===== src/hdl/assert_macros.svh =====
// Assertion macros shared by the sorted alarm queue RTL.
`ifndef ASSERT_MACROS_SVH
`define ASSERT_MACROS_SVH

// Same-cycle implication, checked outside reset.
`define SAQ_ASSERT_NOW(label, ante, cons) \
    label: assert property (@(posedge clk) disable iff (!rst_n) (ante) |-> (cons)) \
        else $error("sorted alarm queue check failed");

// Next-cycle implication, checked outside reset.
`define SAQ_ASSERT_NEXT(label, ante, cons) \
    label: assert property (@(posedge clk) disable iff (!rst_n) (ante) |=> (cons)) \
        else $error("sorted alarm queue check failed");

`endif


===== src/hdl/saq_pkg.sv =====
// Package: types, codes and helpers of the sorted alarm queue.
`timescale 1ns / 1ps
`default_nettype none
package saq_pkg;

    localparam int ALARM_SLOTS = 8;
    localparam int SLOT_W      = $clog2(ALARM_SLOTS);
    localparam int TIME_W      = 64;
    localparam int CNT_W       = $clog2(TIME_W);

    typedef enum logic [1:0] {
        FUNC_SET_ONE = 2'd0,
        FUNC_SET_PER = 2'd1,
        FUNC_CANCEL  = 2'd2,
        FUNC_FIRE    = 2'd3
    } func_t;

    typedef enum logic [2:0] {
        ST_IDLE,
        ST_REMOVE,
        ST_CALC,
        ST_DIV,
        ST_INSERT,
        ST_DONE
    } state_t;

    typedef enum logic [1:0] {
        OP_NOP,
        OP_REMOVE,
        OP_INSERT
    } cell_op_t;

    // One queue entry held by a cell
    typedef struct packed {
        logic              valid;
        logic [SLOT_W-1:0] slot;
        logic [TIME_W-1:0] fire_time;
    } entry_t;

    // Command broadcast to every cell
    typedef struct packed {
        cell_op_t          op;
        logic [SLOT_W-1:0] target;
        logic [TIME_W-1:0] new_time;
    } cell_ctl_t;

    // Flags rippling from a cell to its right-hand neighbour
    typedef struct packed {
        logic gt;
        logic open;
        logic rm;
    } chain_t;

    // Signed less-than on raw two's complement patterns
    function automatic logic s_lt(input logic [TIME_W-1:0] a, input logic [TIME_W-1:0] b);
        logic [TIME_W-1:0] sign;
        sign = {1'b1, {(TIME_W-1){1'b0}}};
        return (a ^ sign) < (b ^ sign);
    endfunction

endpackage
`default_nettype wire


===== src/hdl/saq_if.sv =====
// Interfaces: request and response channels of the sorted alarm queue.
`timescale 1ns / 1ps
`default_nettype none
interface saq_req_if;
    logic               valid;
    logic               ready;
    logic [1:0]         func;
    logic [2:0]         slot;
    logic signed [63:0] now;
    logic signed [63:0] time_value;
    logic signed [63:0] period_value;

    modport source (output valid, func, slot, now, time_value, period_value, input ready);
    modport sink (input valid, func, slot, now, time_value, period_value, output ready);
endinterface

interface saq_rsp_if;
    logic       valid;
    logic       ready;
    logic       fired;
    logic [2:0] fired_slot;

    modport source (output valid, fired, fired_slot, input ready);
    modport sink (input valid, fired, fired_slot, output ready);
endinterface
`default_nettype wire


===== src/hdl/saq_cell.sv =====
// Module: one cell of the sorted queue chain, holding one alarm entry.
`timescale 1ns / 1ps
`default_nettype none
module saq_cell (
    input  wire logic               clk,
    input  wire logic               rst_n,
    input  wire saq_pkg::cell_ctl_t ctl,
    input  wire saq_pkg::entry_t    left,
    input  wire saq_pkg::chain_t    chain_in,
    input  wire saq_pkg::entry_t    right,
    output saq_pkg::entry_t         ent,
    output saq_pkg::chain_t         chain_out
);
    import saq_pkg::*;

    entry_t ent_reg;
    entry_t ent_next;
    logic   gt;
    logic   take_new;

    // Compare against the broadcast time and ripple the flags onward
    always_comb
    begin
        gt             = ent_reg.valid && s_lt(ctl.new_time, ent_reg.fire_time);
        take_new       = chain_in.open && (gt || !ent_reg.valid);
        chain_out.gt   = gt;
        chain_out.open = ent_reg.valid && !gt;
        chain_out.rm   = chain_in.rm || (ent_reg.valid && (ent_reg.slot == ctl.target));
    end

    // Shift left on removal, shift right or load on insertion
    always_comb
    begin
        ent_next = ent_reg;
        case (ctl.op)
            OP_REMOVE:
            begin
                if (chain_out.rm)
                begin
                    ent_next = right;
                end
            end
            OP_INSERT:
            begin
                if (chain_in.gt)
                begin
                    ent_next = left;
                end
                else if (take_new)
                begin
                    ent_next = '{valid: 1'b1, slot: ctl.target, fire_time: ctl.new_time};
                end
            end
            default:
            begin
                ent_next = ent_reg;
            end
        endcase
    end

    // Hold the entry; clear it on reset
    always_ff @(posedge clk or negedge rst_n)
    begin
        if (!rst_n)
        begin
            ent_reg <= '0;
        end
        else
        begin
            ent_reg <= ent_next;
        end
    end

    assign ent = ent_reg;

endmodule
`default_nettype wire


===== src/hdl/saq_div.sv =====
// Module: bit-serial restoring divider that yields the remainder only.
`timescale 1ns / 1ps
`default_nettype none
module saq_div (
    input  wire logic                        clk,
    input  wire logic                        rst_n,
    input  wire logic                        start,
    input  wire logic [saq_pkg::TIME_W-1:0]  dividend,
    input  wire logic [saq_pkg::TIME_W-1:0]  divisor,
    output logic                             busy,
    output logic                             done,
    output logic [saq_pkg::TIME_W-1:0]       remainder
);
    import saq_pkg::*;

    logic              busy_reg;
    logic              done_reg;
    logic [CNT_W-1:0]  cnt_reg;
    logic [TIME_W-1:0] dvd_reg;
    logic [TIME_W-1:0] dvs_reg;
    logic [TIME_W-1:0] rem_reg;
    logic [TIME_W:0]   trial;
    logic [TIME_W:0]   diff;

    // Bring down one dividend bit and try the subtraction
    always_comb
    begin
        trial = {rem_reg, dvd_reg[TIME_W-1]};
        diff  = trial - {1'b0, dvs_reg};
    end

    // Control: count the iterations
    always_ff @(posedge clk or negedge rst_n)
    begin
        if (!rst_n)
        begin
            busy_reg <= 1'b0;
            done_reg <= 1'b0;
            cnt_reg  <= '0;
        end
        else
        begin
            done_reg <= 1'b0;
            if (start)
            begin
                busy_reg <= 1'b1;
                cnt_reg  <= '0;
            end
            else if (busy_reg)
            begin
                cnt_reg <= cnt_reg + 1'b1;
                if (cnt_reg == CNT_W'(TIME_W - 1))
                begin
                    busy_reg <= 1'b0;
                    done_reg <= 1'b1;
                end
            end
        end
    end

    // Datapath: keep the partial remainder
    always_ff @(posedge clk)
    begin
        if (start)
        begin
            dvd_reg <= dividend;
            dvs_reg <= divisor;
            rem_reg <= '0;
        end
        else if (busy_reg)
        begin
            dvd_reg <= {dvd_reg[TIME_W-2:0], 1'b0};
            rem_reg <= diff[TIME_W] ? trial[TIME_W-1:0] : diff[TIME_W-1:0];
        end
    end

    assign busy      = busy_reg;
    assign done      = done_reg;
    assign remainder = rem_reg;

endmodule
`default_nettype wire


===== src/hdl/sorted_alarm_queue.sv =====
// Sorted alarm queue: a chain of cells kept in fire-time order, one sequencer on top.
// Operations are taken one at a time. A periodic set, and a fire head that re-queues
// a periodic alarm, wait on the catch-up remainder when start lies before now; that
// remainder comes from a bit-serial divider that retires one bit per cycle over 64
// bits. Removal and insertion each update the whole cell chain at once. A result
// waits in an output register and the next request is taken meanwhile.
`timescale 1ns / 1ps
`default_nettype none
module sorted_alarm_queue (
    input  wire logic clk,
    input  wire logic rst_n,
    saq_req_if.sink   req,
    saq_rsp_if.source rsp
);
    import saq_pkg::*;

    state_t              state_reg;
    state_t              state_next;
    func_t               func_reg;
    logic [SLOT_W-1:0]   slot_reg;
    logic [TIME_W-1:0]   now_reg;
    logic [TIME_W-1:0]   tv_reg;
    logic [TIME_W-1:0]   per_reg;
    logic [TIME_W-1:0]   st_reg;
    logic [TIME_W-1:0]   fire_reg;
    logic [TIME_W-1:0]   fire_next;
    logic                fired_reg;
    logic                rsp_valid_reg;
    logic                rsp_fired_reg;
    logic [2:0]          rsp_slot_reg;
    logic [TIME_W-1:0]   periods_reg [ALARM_SLOTS];
    logic [TIME_W-1:0]   starts_reg [ALARM_SLOTS];

    cell_ctl_t           ctl;
    entry_t              ents [ALARM_SLOTS];
    chain_t              links [ALARM_SLOTS];
    logic [ALARM_SLOTS-1:0] valid_vec;

    logic                req_beat;
    logic                slot_ok;
    logic                head_due;
    logic                div_start;
    logic                div_busy;
    logic                div_done;
    logic [TIME_W-1:0]   div_rem;
    logic                load_rsp;

    assign req_beat  = req.valid && req.ready;
    assign req.ready = (state_reg == ST_IDLE);
    assign slot_ok   = (32'(req.slot) < ALARM_SLOTS);
    assign head_due  = ents[0].valid && !s_lt(req.now, ents[0].fire_time);

    // Cell chain
    for (genvar i = 0; i < ALARM_SLOTS; i++)
    begin : g_cell
        entry_t l_ent;
        entry_t r_ent;
        chain_t c_in;
        if (i == 0)
        begin : g_first
            assign l_ent = '0;
            assign c_in  = '{gt: 1'b0, open: 1'b1, rm: 1'b0};
        end
        else
        begin : g_mid
            assign l_ent = ents[i-1];
            assign c_in  = links[i-1];
        end
        if (i == ALARM_SLOTS - 1)
        begin : g_last
            assign r_ent = '0;
        end
        else
        begin : g_inner
            assign r_ent = ents[i+1];
        end
        saq_cell u_cell (
            .clk       (clk),
            .rst_n     (rst_n),
            .ctl       (ctl),
            .left      (l_ent),
            .chain_in  (c_in),
            .right     (r_ent),
            .ent       (ents[i]),
            .chain_out (links[i])
        );
        assign valid_vec[i] = ents[i].valid;
    end

    // Catch-up remainder unit
    saq_div u_div (
        .clk       (clk),
        .rst_n     (rst_n),
        .start     (div_start),
        .dividend  (now_reg - st_reg),
        .divisor   (per_reg),
        .busy      (div_busy),
        .done      (div_done),
        .remainder (div_rem)
    );

    // Sequencer: next state, cell command and fire time
    always_comb
    begin
        state_next   = state_reg;
        fire_next    = fire_reg;
        div_start    = 1'b0;
        load_rsp     = 1'b0;
        ctl.op       = OP_NOP;
        ctl.target   = slot_reg;
        ctl.new_time = fire_reg;
        case (state_reg)
            ST_IDLE:
            begin
                if (req_beat)
                begin
                    if (func_t'(req.func) == FUNC_FIRE)
                    begin
                        state_next = head_due ? ST_REMOVE : ST_DONE;
                    end
                    else
                    begin
                        state_next = slot_ok ? ST_REMOVE : ST_DONE;
                    end
                end
            end
            ST_REMOVE:
            begin
                ctl.op = OP_REMOVE;
                case (func_reg)
                    FUNC_CANCEL:
                    begin
                        state_next = ST_DONE;
                    end
                    FUNC_SET_ONE:
                    begin
                        fire_next  = now_reg + tv_reg;
                        state_next = ST_INSERT;
                    end
                    FUNC_SET_PER:
                    begin
                        state_next = ST_CALC;
                    end
                    FUNC_FIRE:
                    begin
                        state_next = s_lt('0, periods_reg[slot_reg]) ? ST_CALC : ST_DONE;
                    end
                    default:
                    begin
                        state_next = ST_DONE;
                    end
                endcase
            end
            ST_CALC:
            begin
                if (!s_lt('0, per_reg))
                begin
                    fire_next  = '0;
                    state_next = ST_INSERT;
                end
                else if (s_lt(st_reg, now_reg))
                begin
                    div_start  = 1'b1;
                    state_next = ST_DIV;
                end
                else
                begin
                    fire_next  = st_reg;
                    state_next = ST_INSERT;
                end
            end
            ST_DIV:
            begin
                if (div_done)
                begin
                    fire_next  = now_reg - div_rem + per_reg;
                    state_next = ST_INSERT;
                end
            end
            ST_INSERT:
            begin
                ctl.op     = OP_INSERT;
                state_next = ST_DONE;
            end
            ST_DONE:
            begin
                if (!rsp_valid_reg || rsp.ready)
                begin
                    load_rsp   = 1'b1;
                    state_next = ST_IDLE;
                end
            end
            default:
            begin
                state_next = ST_IDLE;
            end
        endcase
    end

    always_ff @(posedge clk or negedge rst_n)
    begin
        if (!rst_n)
        begin
            state_reg     <= ST_IDLE;
            rsp_valid_reg <= 1'b0;
        end
        else
        begin
            state_reg <= state_next;
            if (load_rsp)
            begin
                rsp_valid_reg <= 1'b1;
            end
            else if (rsp.ready)
            begin
                rsp_valid_reg <= 1'b0;
            end
        end
    end

    // Latch the request, the slot settings and the result
    always_ff @(posedge clk)
    begin
        fire_reg <= fire_next;
        if (req_beat)
        begin
            func_reg <= func_t'(req.func);
            now_reg  <= req.now;
            tv_reg   <= req.time_value;
            if (func_t'(req.func) == FUNC_FIRE)
            begin
                slot_reg  <= ents[0].slot;
                fired_reg <= head_due;
            end
            else
            begin
                slot_reg  <= SLOT_W'(req.slot);
                fired_reg <= 1'b0;
                if (slot_ok && func_t'(req.func) == FUNC_SET_ONE)
                begin
                    periods_reg[SLOT_W'(req.slot)] <= '0;
                end
                if (slot_ok && func_t'(req.func) == FUNC_SET_PER)
                begin
                    periods_reg[SLOT_W'(req.slot)] <= req.period_value;
                    starts_reg[SLOT_W'(req.slot)]  <= req.time_value;
                end
            end
        end
        if (state_reg == ST_REMOVE)
        begin
            per_reg <= periods_reg[slot_reg];
            st_reg  <= starts_reg[slot_reg];
        end
        if (load_rsp)
        begin
            rsp_fired_reg <= fired_reg;
            rsp_slot_reg  <= fired_reg ? 3'(slot_reg) : 3'd0;
        end
    end

    assign rsp.valid      = rsp_valid_reg;
    assign rsp.fired      = rsp_fired_reg;
    assign rsp.fired_slot = rsp_slot_reg;

    `include "assert_macros.svh"

    `SAQ_ASSERT_NOW(a_cells_packed, 1'b1, $onehot(valid_vec + 1'b1) || (&valid_vec))
    `SAQ_ASSERT_NOW(a_div_in_div_state, state_reg == ST_DIV, div_busy || div_done)
    `SAQ_ASSERT_NOW(a_idle_slot_zero, rsp_valid_reg && !rsp_fired_reg, rsp_slot_reg == 3'd0)
    `SAQ_ASSERT_NEXT(a_insert_fills, state_reg == ST_INSERT, ents[0].valid)

endmodule
`default_nettype wire

===== src/flat_wrapper.sv =====
// flat-port wrapper written by rule: the top's interface ports become plain ports
module sorted_alarm_queue_flat import saq_pkg::*;
  (clk, rst_n, req_valid, req_func, req_slot, req_now, req_time_value, req_period_value, req_ready, rsp_valid, rsp_fired, rsp_fired_slot, rsp_ready);
  saq_req_if req_i ();
  saq_rsp_if rsp_i ();
  input  wire logic clk;
  input  wire logic rst_n;
  input wire logic [$bits(req_i.valid)-1:0] req_valid;
  input wire logic [$bits(req_i.func)-1:0] req_func;
  input wire logic [$bits(req_i.slot)-1:0] req_slot;
  input wire logic [$bits(req_i.now)-1:0] req_now;
  input wire logic [$bits(req_i.time_value)-1:0] req_time_value;
  input wire logic [$bits(req_i.period_value)-1:0] req_period_value;
  output wire logic [$bits(req_i.ready)-1:0] req_ready;
  output wire logic [$bits(rsp_i.valid)-1:0] rsp_valid;
  output wire logic [$bits(rsp_i.fired)-1:0] rsp_fired;
  output wire logic [$bits(rsp_i.fired_slot)-1:0] rsp_fired_slot;
  input wire logic [$bits(rsp_i.ready)-1:0] rsp_ready;
  assign req_i.valid = req_valid;
  assign req_i.func = req_func;
  assign req_i.slot = req_slot;
  assign req_i.now = req_now;
  assign req_i.time_value = req_time_value;
  assign req_i.period_value = req_period_value;
  assign req_ready = req_i.ready;
  assign rsp_valid = rsp_i.valid;
  assign rsp_fired = rsp_i.fired;
  assign rsp_fired_slot = rsp_i.fired_slot;
  assign rsp_i.ready = rsp_ready;
  sorted_alarm_queue u_core (.clk(clk), .rst_n(rst_n), .req(req_i), .rsp(rsp_i));
endmodule

===== config.mk =====
export PLATFORM = sky130hd
export DESIGN_NAME = sorted_alarm_queue_flat
export DESIGN_NICKNAME = d
export VERILOG_FILES = /design/src/hdl/saq_pkg.sv /design/src/hdl/saq_if.sv /design/src/hdl/saq_cell.sv /design/src/hdl/saq_div.sv /design/src/hdl/sorted_alarm_queue.sv /design/src/flat_wrapper.sv
export VERILOG_INCLUDE_DIRS = /design/src /design/src/hdl
export SDC_FILE = /design/constraint.sdc
export NUM_CORES = 2
export LEC_CHECK = 0
export ABC_CLOCK_PERIOD_IN_PS = 6600
export CELL_PAD_IN_SITES_DETAIL_PLACEMENT = 1
export CELL_PAD_IN_SITES_GLOBAL_PLACEMENT = 2
export CORE_ASPECT_RATIO = 0.8
export CORE_MARGIN = 2
export CORE_UTILIZATION = 35
export DETAILED_ROUTE_END_ITERATION = 10
export DONT_BUFFER_PORTS = 1
export GPL_ROUTABILITY_DRIVEN = 0
export PLACE_DENSITY = 0.69
export SETUP_SLACK_MARGIN = 0.3
export SYNTH_ARGS = -nofsm -noshare
export SYNTH_HDL_FRONTEND = slang
export SYNTH_HIERARCHICAL = 1
export SYNTH_SLANG_ARGS = --single-unit

===== constraint.sdc =====
create_clock -name clk -period 6.6 [get_ports clk]
set_input_delay 0.99 -clock clk [delete_from_list [all_inputs] [get_ports clk]]
set_output_delay 0.99 -clock clk [all_outputs]
set_load 0.01 [all_outputs]

==> Word level (Yosys, flattened, before mapping) <==
Memories as Yosys holds them, arrays and structs flattened. A register that Yosys moved wholly into a read port is not among the register bits.
Cells that the tools add are included.
{ "word_totals": {"elab_cells": 276, "output_inout_bits": 6, "register_bits": 1014, "ram_bits": 1024, "inputBits": 201, "n_memories": 2} }
{ "memory_table": {"columns": ["memory", "words", "word_bits", "rd", "rd_ports_with_merged_regs", "write_ports", "line_no", "text"], "rows": [
  ["u_core.periods_reg", 8, 64, 1, 1, 1, "sorted_alarm_queue.sv:31", "logic [TIME_W-1:0] periods_reg [ALARM_SLOTS];"],
  ["u_core.starts_reg", 8, 64, 1, 1, 1, "sorted_alarm_queue.sv:32", "logic [TIME_W-1:0] starts_reg [ALARM_SLOTS];"]
]} }
{ "classes": {"bitwise": 15, "add_sub_neg": 6, "n_lt_le_gt_ge": 12, "n_eq_ne": 42, "mux": 76, "n_reduce_logical": 82} }
{ "op_table": {"columns": ["op", "n"], "rows": [
  ["two-way mux 68 bit", 23],
  ["case mux 68 bit (2 select lines)", 8],
  ["< comparator 64 bit", 10],
  ["two-way mux 64 bit", 8],
  ["case mux 64 bit (3 select lines)", 1],
  ["adder 64 bit", 2],
  ["< comparator 64 bit (first input constant)", 2],
  ["subtractor 64 bit", 2],
  ["subtractor 65 x 64 -> 65 bit", 1],
  ["logical AND 1 bit", 32],
  ["two-way mux 3 bit", 10],
  ["AND reduction 3 bit", 9],
  ["equality test 3 bit", 8],
  ["!= test 2 bit (second input constant)", 12],
  ["!= test 3 bit (second input constant)", 8],
  ["two-way mux 1 bit", 21],
  ["case mux 3 bit (6 select lines)", 1],
  ["zero test 1 bit", 17],
  ["logical OR 1 bit", 16],
  ["inverter 1 bit", 14],
  ["two-way mux 6 bit", 2],
  ["case mux 3 bit (4 select lines)", 1],
  ["equality test 2 bit (second input constant)", 4],
  ["adder 6 x 1 -> 6 bit (second input constant)", 1],
  ["13 further kinds", 20]
]} }

==> Depth between registers and ports, before layout <==
{ "depth": {"depth_word": 11, "ltp_mapped": 24, "depth_no_buf": 21} }

==> Hierarchy <==
The synthesis kept the hierarchy.
{ "by_module_without_submodules": {"columns": ["module", "cells_each", "area_per_inst_um2", "seq_area_each_um2", "n_inst"], "rows": [
  ["sorted_alarm_queue", 4530, 66704.0, 40819.1, 1],
  ["saq_cell", 710, 6202.2, 1701.6, 8],
  ["saq_div", 1226, 12135.4, 5325.1, 1]
]} }

==> Least setup slack after synthesis <==
OpenSTA, ideal clock, no wires.
{ "synth_timing": {"path_type": "register to register", "start": "register u_core.state_reg[0]", "end": "register u_core.fire_reg[0], enable pin", "required_time_ps": 6019, "slack_ps": 178, "arrival_time_ps": 5841, "path_stages_with_launch": 5, "setup_time_ps": 581, "synth_period_minus_slack_ps": 6422, "n_path_buf": 1, "cell_sequence": "dfrtp_1 clkbuf_1 inv_1 or3_1 o31ai_1"} }
{ "synth_via": {"elab_chain_len": 3, "word_cells_on_any_way": 8, "classes_between": "eq/ne: 6; reduce/logical: 2"} }
{ "synth_rtl": {"columns": ["element", "line_no", "text"], "rows": [
  ["from (decl)", "sorted_alarm_queue.sv:17", "state_t state_reg;"],
  ["from (signal assigned)", "sorted_alarm_queue.sv:209", "state_reg <= state_next;"],
  ["equality test 3 x 2 -> 1 bit / equality test 3 x 1 -> 1 bit (equally long branches)", "sorted_alarm_queue.sv:112", "case (state_reg)"],
  ["!= test 3 bit (no line), or another cell as far along", null, null],
  ["AND reduction 4 bit (no line) *", null, null],
  ["to (signal assigned)", "sorted_alarm_queue.sv:224", "fire_reg <= fire_next;"],
  ["to (decl)", "sorted_alarm_queue.sv:25", "logic [TIME_W-1:0] fire_reg;"]
]} }
Mark *: on every way between the ends. The rest lies on a longest branch, timed or not.
A chain may end at the register's enable or synchronous reset.

==> Final worst setup path <==
{ "layout_timing": {"start": "register u_core.per_reg[0] (read register of u_core.periods_reg)", "end": "register u_core.fire_reg[56] (data pin)"} }
{ "layout_via": {"elab_chain_len": 3, "word_cells_on_any_way": 5, "classes_between": "add/sub: 1; order compare: 1; mux: 3"} }
{ "layout_rtl": {"columns": ["element", "line_no", "text"], "rows": [
  ["from (decl)", "sorted_alarm_queue.sv:23", "logic [TIME_W-1:0] per_reg;"],
  ["adder 64 bit / < comparator 64 bit (equally long branches)", "sorted_alarm_queue.sv:176, saq_pkg.sv:58", null],
  ["two-way mux 64 bit, on equally long branches", "sorted_alarm_queue.sv:174, sorted_alarm_queue.sv:156", null],
  ["case mux 64 bit (3 select lines) *", "sorted_alarm_queue.sv:112", null],
  ["via u_core.fire_next[56]", "sorted_alarm_queue.sv:26", "logic [TIME_W-1:0] fire_next;"]
]} }
The timed path passes the listed nets; every way through them passes the cells marked *. The select of a mux whose other input is x is not followed.

==> summary.md <==
| Metric | Value |
|---|---|
| Clk buf depth | `4` |
| Post-DP Area | `roughly 130,000 sq um` |
| Final clock skew | `roughly 0.14 ns` |
| Top cell by count, worst path | `inv_1` |
| Req. time, crit path | `around 7.3 ns` |
| Die ar. | `372,000 sq um` |
| H-tree level count | `4` |
| Cell area power density | `512 nW/um^2` |
| Via density | `around 6.0` |
| Antenna-violating nets left | `0` |
| I/O Buffers | `0` |
| DR vias | `approximately 100,000` |
| Fin area | `roughly 140,000 sq um` |
| Final worst-path cycle share | `a little over 90%` |
| Number of global-route vias before repair | `around 100k` |
| Num CTS Buffers | `approximately 240` |
| CTS tree | `done` |
| Slew HR | `roughly an eighth` |
| Mapped Cells | `about 11,000` |
| WL/cell | `roughly 30 microns` |
| Crit Path Max Fanout | `3` |
| Yosys warns | `6` |
| Worst Tran Pin Value | `approximately 1.3 ns` |
| First-pass GRT wire length | `between 700,000 and 800,000 microns` |
| Fin crit period | `approximately 6.1 ns` |
| Worst setup SP type | `flip-flop` |
| Synth Area per Inst | `roughly 11 sq um` |
| Initial Utilization | `35.2%` |
| Drc violations | `0` |
| Clock root buffer | `clkbuf_16` |
| Commonest non-fill, non-tap cell in the layout | `nand2_1` |
| Critical Path AT | `about 6.8 ns` |
| Final setup viols | `0` |
| Critical path type | `reg2reg` |
| Hold crit path type | `in2async` |
| RSZ-0062 raised after global routing | `false` |
| Final hold vios | `0` |
| Maxcap violations | `0` |
| Pwr Total | `73.2 mW` |
| Setup Buffers After CTS | `0` |
| Layout cells sized above 1 | `approximately 15%` |
| Critical-path top delay cell | `o31ai_1` |
| Outcome | `completed` |
| Final Max Tran Viols | `0` |
| Drt total wl | `490,000 microns` |
| Cell row count | `roughly 200` |
| Final nets | `approximately 13,000` |
| Max incr delay on CP | `about 0.75 ns` |
| Largest net degree at the start of global routing | `557` |
| DRT iter0 DRCs | `~9,000` |
| Skew-Pair Late Insertion Delay | `about 1 ns` |
| Die Y | `approximately 550 microns` |
| VDD IR max | `~310 uV` |
| Clock transition at the registers of the reported paths | `about 0.070 ns` |
| Clk sinks | `2,105` |
| Max reg flops | `between 500 and 600` |
| Leak Pwr | `roughly 59 nW` |
| Worst setup EP type | `flip-flop` |
| Fillers | `between 30,000 and 40,000` |
| CORE AREA | `between 300,000 and 400,000 sq um` |
| CP Cell Sequence | `inv_1, ha_1, inv_1, ha_1, inv_1, fa_1, nand2b_1, a2111oi_2, a211oi_2, o21ai_1, o21ai_0, o31ai_1, o41ai_4, nor3_1, mux2i_1, nand3_1, or3_1` |
| Area growth from synthesis to layout | `11.4%` |
| Top Ports | `approximately 210` |
| Post-Syn Area | `between 100,000 and 150,000 sq um` |
| Hpwl dp | `approximately 350,000 microns` |
| Most frequent cells in the layout | `nand2_1 (1,572), edfxtp_1 (1,482), inv_1 (1,092)` |
| Die X | `681 microns` |
| Setup_tns | `0 ns` |
| FMAX | `163 MHz` |
| R2R cell count | `17` |
| GRT Util Overall | `around a quarter` |
| DRT Pass-1 Iters | `5` |
| Total gr overflow | `0` |
| Initial antenna violation count | `between 80 and 90` |
per-layer routing:
layer	wire length [microns]	share of wire [%]	up-vias	track usage [%]
li1	-	-	43400	-
met1	230000	47	52200	37.8
met2	217000	44	3009	38.8
met3	31300	6.4	539	3.68
met4	11300	2.3	14	6.52
met5	91	0.019	-	0
worst paths after layout:
path	from	to	slack, ns
setup reg to reg	u_core/per_reg[0]	u_core/fire_reg[56]	0.47
max in group asynchronous	rst_n	u_core/g_cell[7].u_cell/ent[61]	5.11
hold / removal	rst_n	u_core/g_cell[6].u_cell/ent[40]	0.06
setup / recovery	u_core/per_reg[0]	u_core/fire_reg[56]	0.47
hold reg to reg	u_core/u_div/dvd_reg[59]	u_core/u_div/dvd_reg[60]	0.50
min in group clk	req_time_value[38]	u_core/starts_reg[3][38]	0.10
what timing repair did:
item,4_1_cts,5_1_grt
resized for setup,0,4
endpoints found under the hold margin,556,103
setup endpoints to repair,0,41
worst max-delay path, delay by kind of cell, from the launching register on:
kind	cells	cell delay [ns]
fa+ha+maj	3	0.91
flops	1	0.68
buf+inv	3	0.26
simple gates	4	1.06
mux	1	0.37
compound gates	6	2.52
per-stage QoR:
step                      std cells  util, %  hold WS, ns  setup WS, ns
final                         16600     39.3       0.0568         0.472
after global placement        16100     37.0        0.487         0.388
after floorplan               11600        -        0.449         0.611
after global routing          16600     39.2       0.0488         0.395
after CTS                     16500     39.2       -0.248         0.403
after detailed placement      16100     37.0        0.479         0.505
layout make-up:
cell class / instances / area, sq um / share of cell area, %
inverter: 1095 / 4120 / 2.88
tap: 4900 / 6130 / 4.29
timing repair buffer: 242 / 2190 / 1.53
multi-input combinational: 7761 / 62900 / 43.9
sequential: 2105 / 59800 / 41.8
clock inverter: 119 / 1180 / 0.826
clock buffer: 317 / 6610 / 4.62
antenna: 77 / 193 / 0.135
power by group:
| group | total [mW] | internal [mW] | switching, mW | leakage (nW) |
|---|---|---|---|---|
| sequential | 20.8 | 16.9 | 3.85 | 19.4 |
| combinational | 38.8 | 14.6 | 24.2 | 35.5 |
| clock | 13.6 | 7.73 | 5.87 | 3.81 |
| total | 73.2 | 39.3 | 34.0 | 58.7 |
No activity file was read; power rests on OpenSTA's default activity.
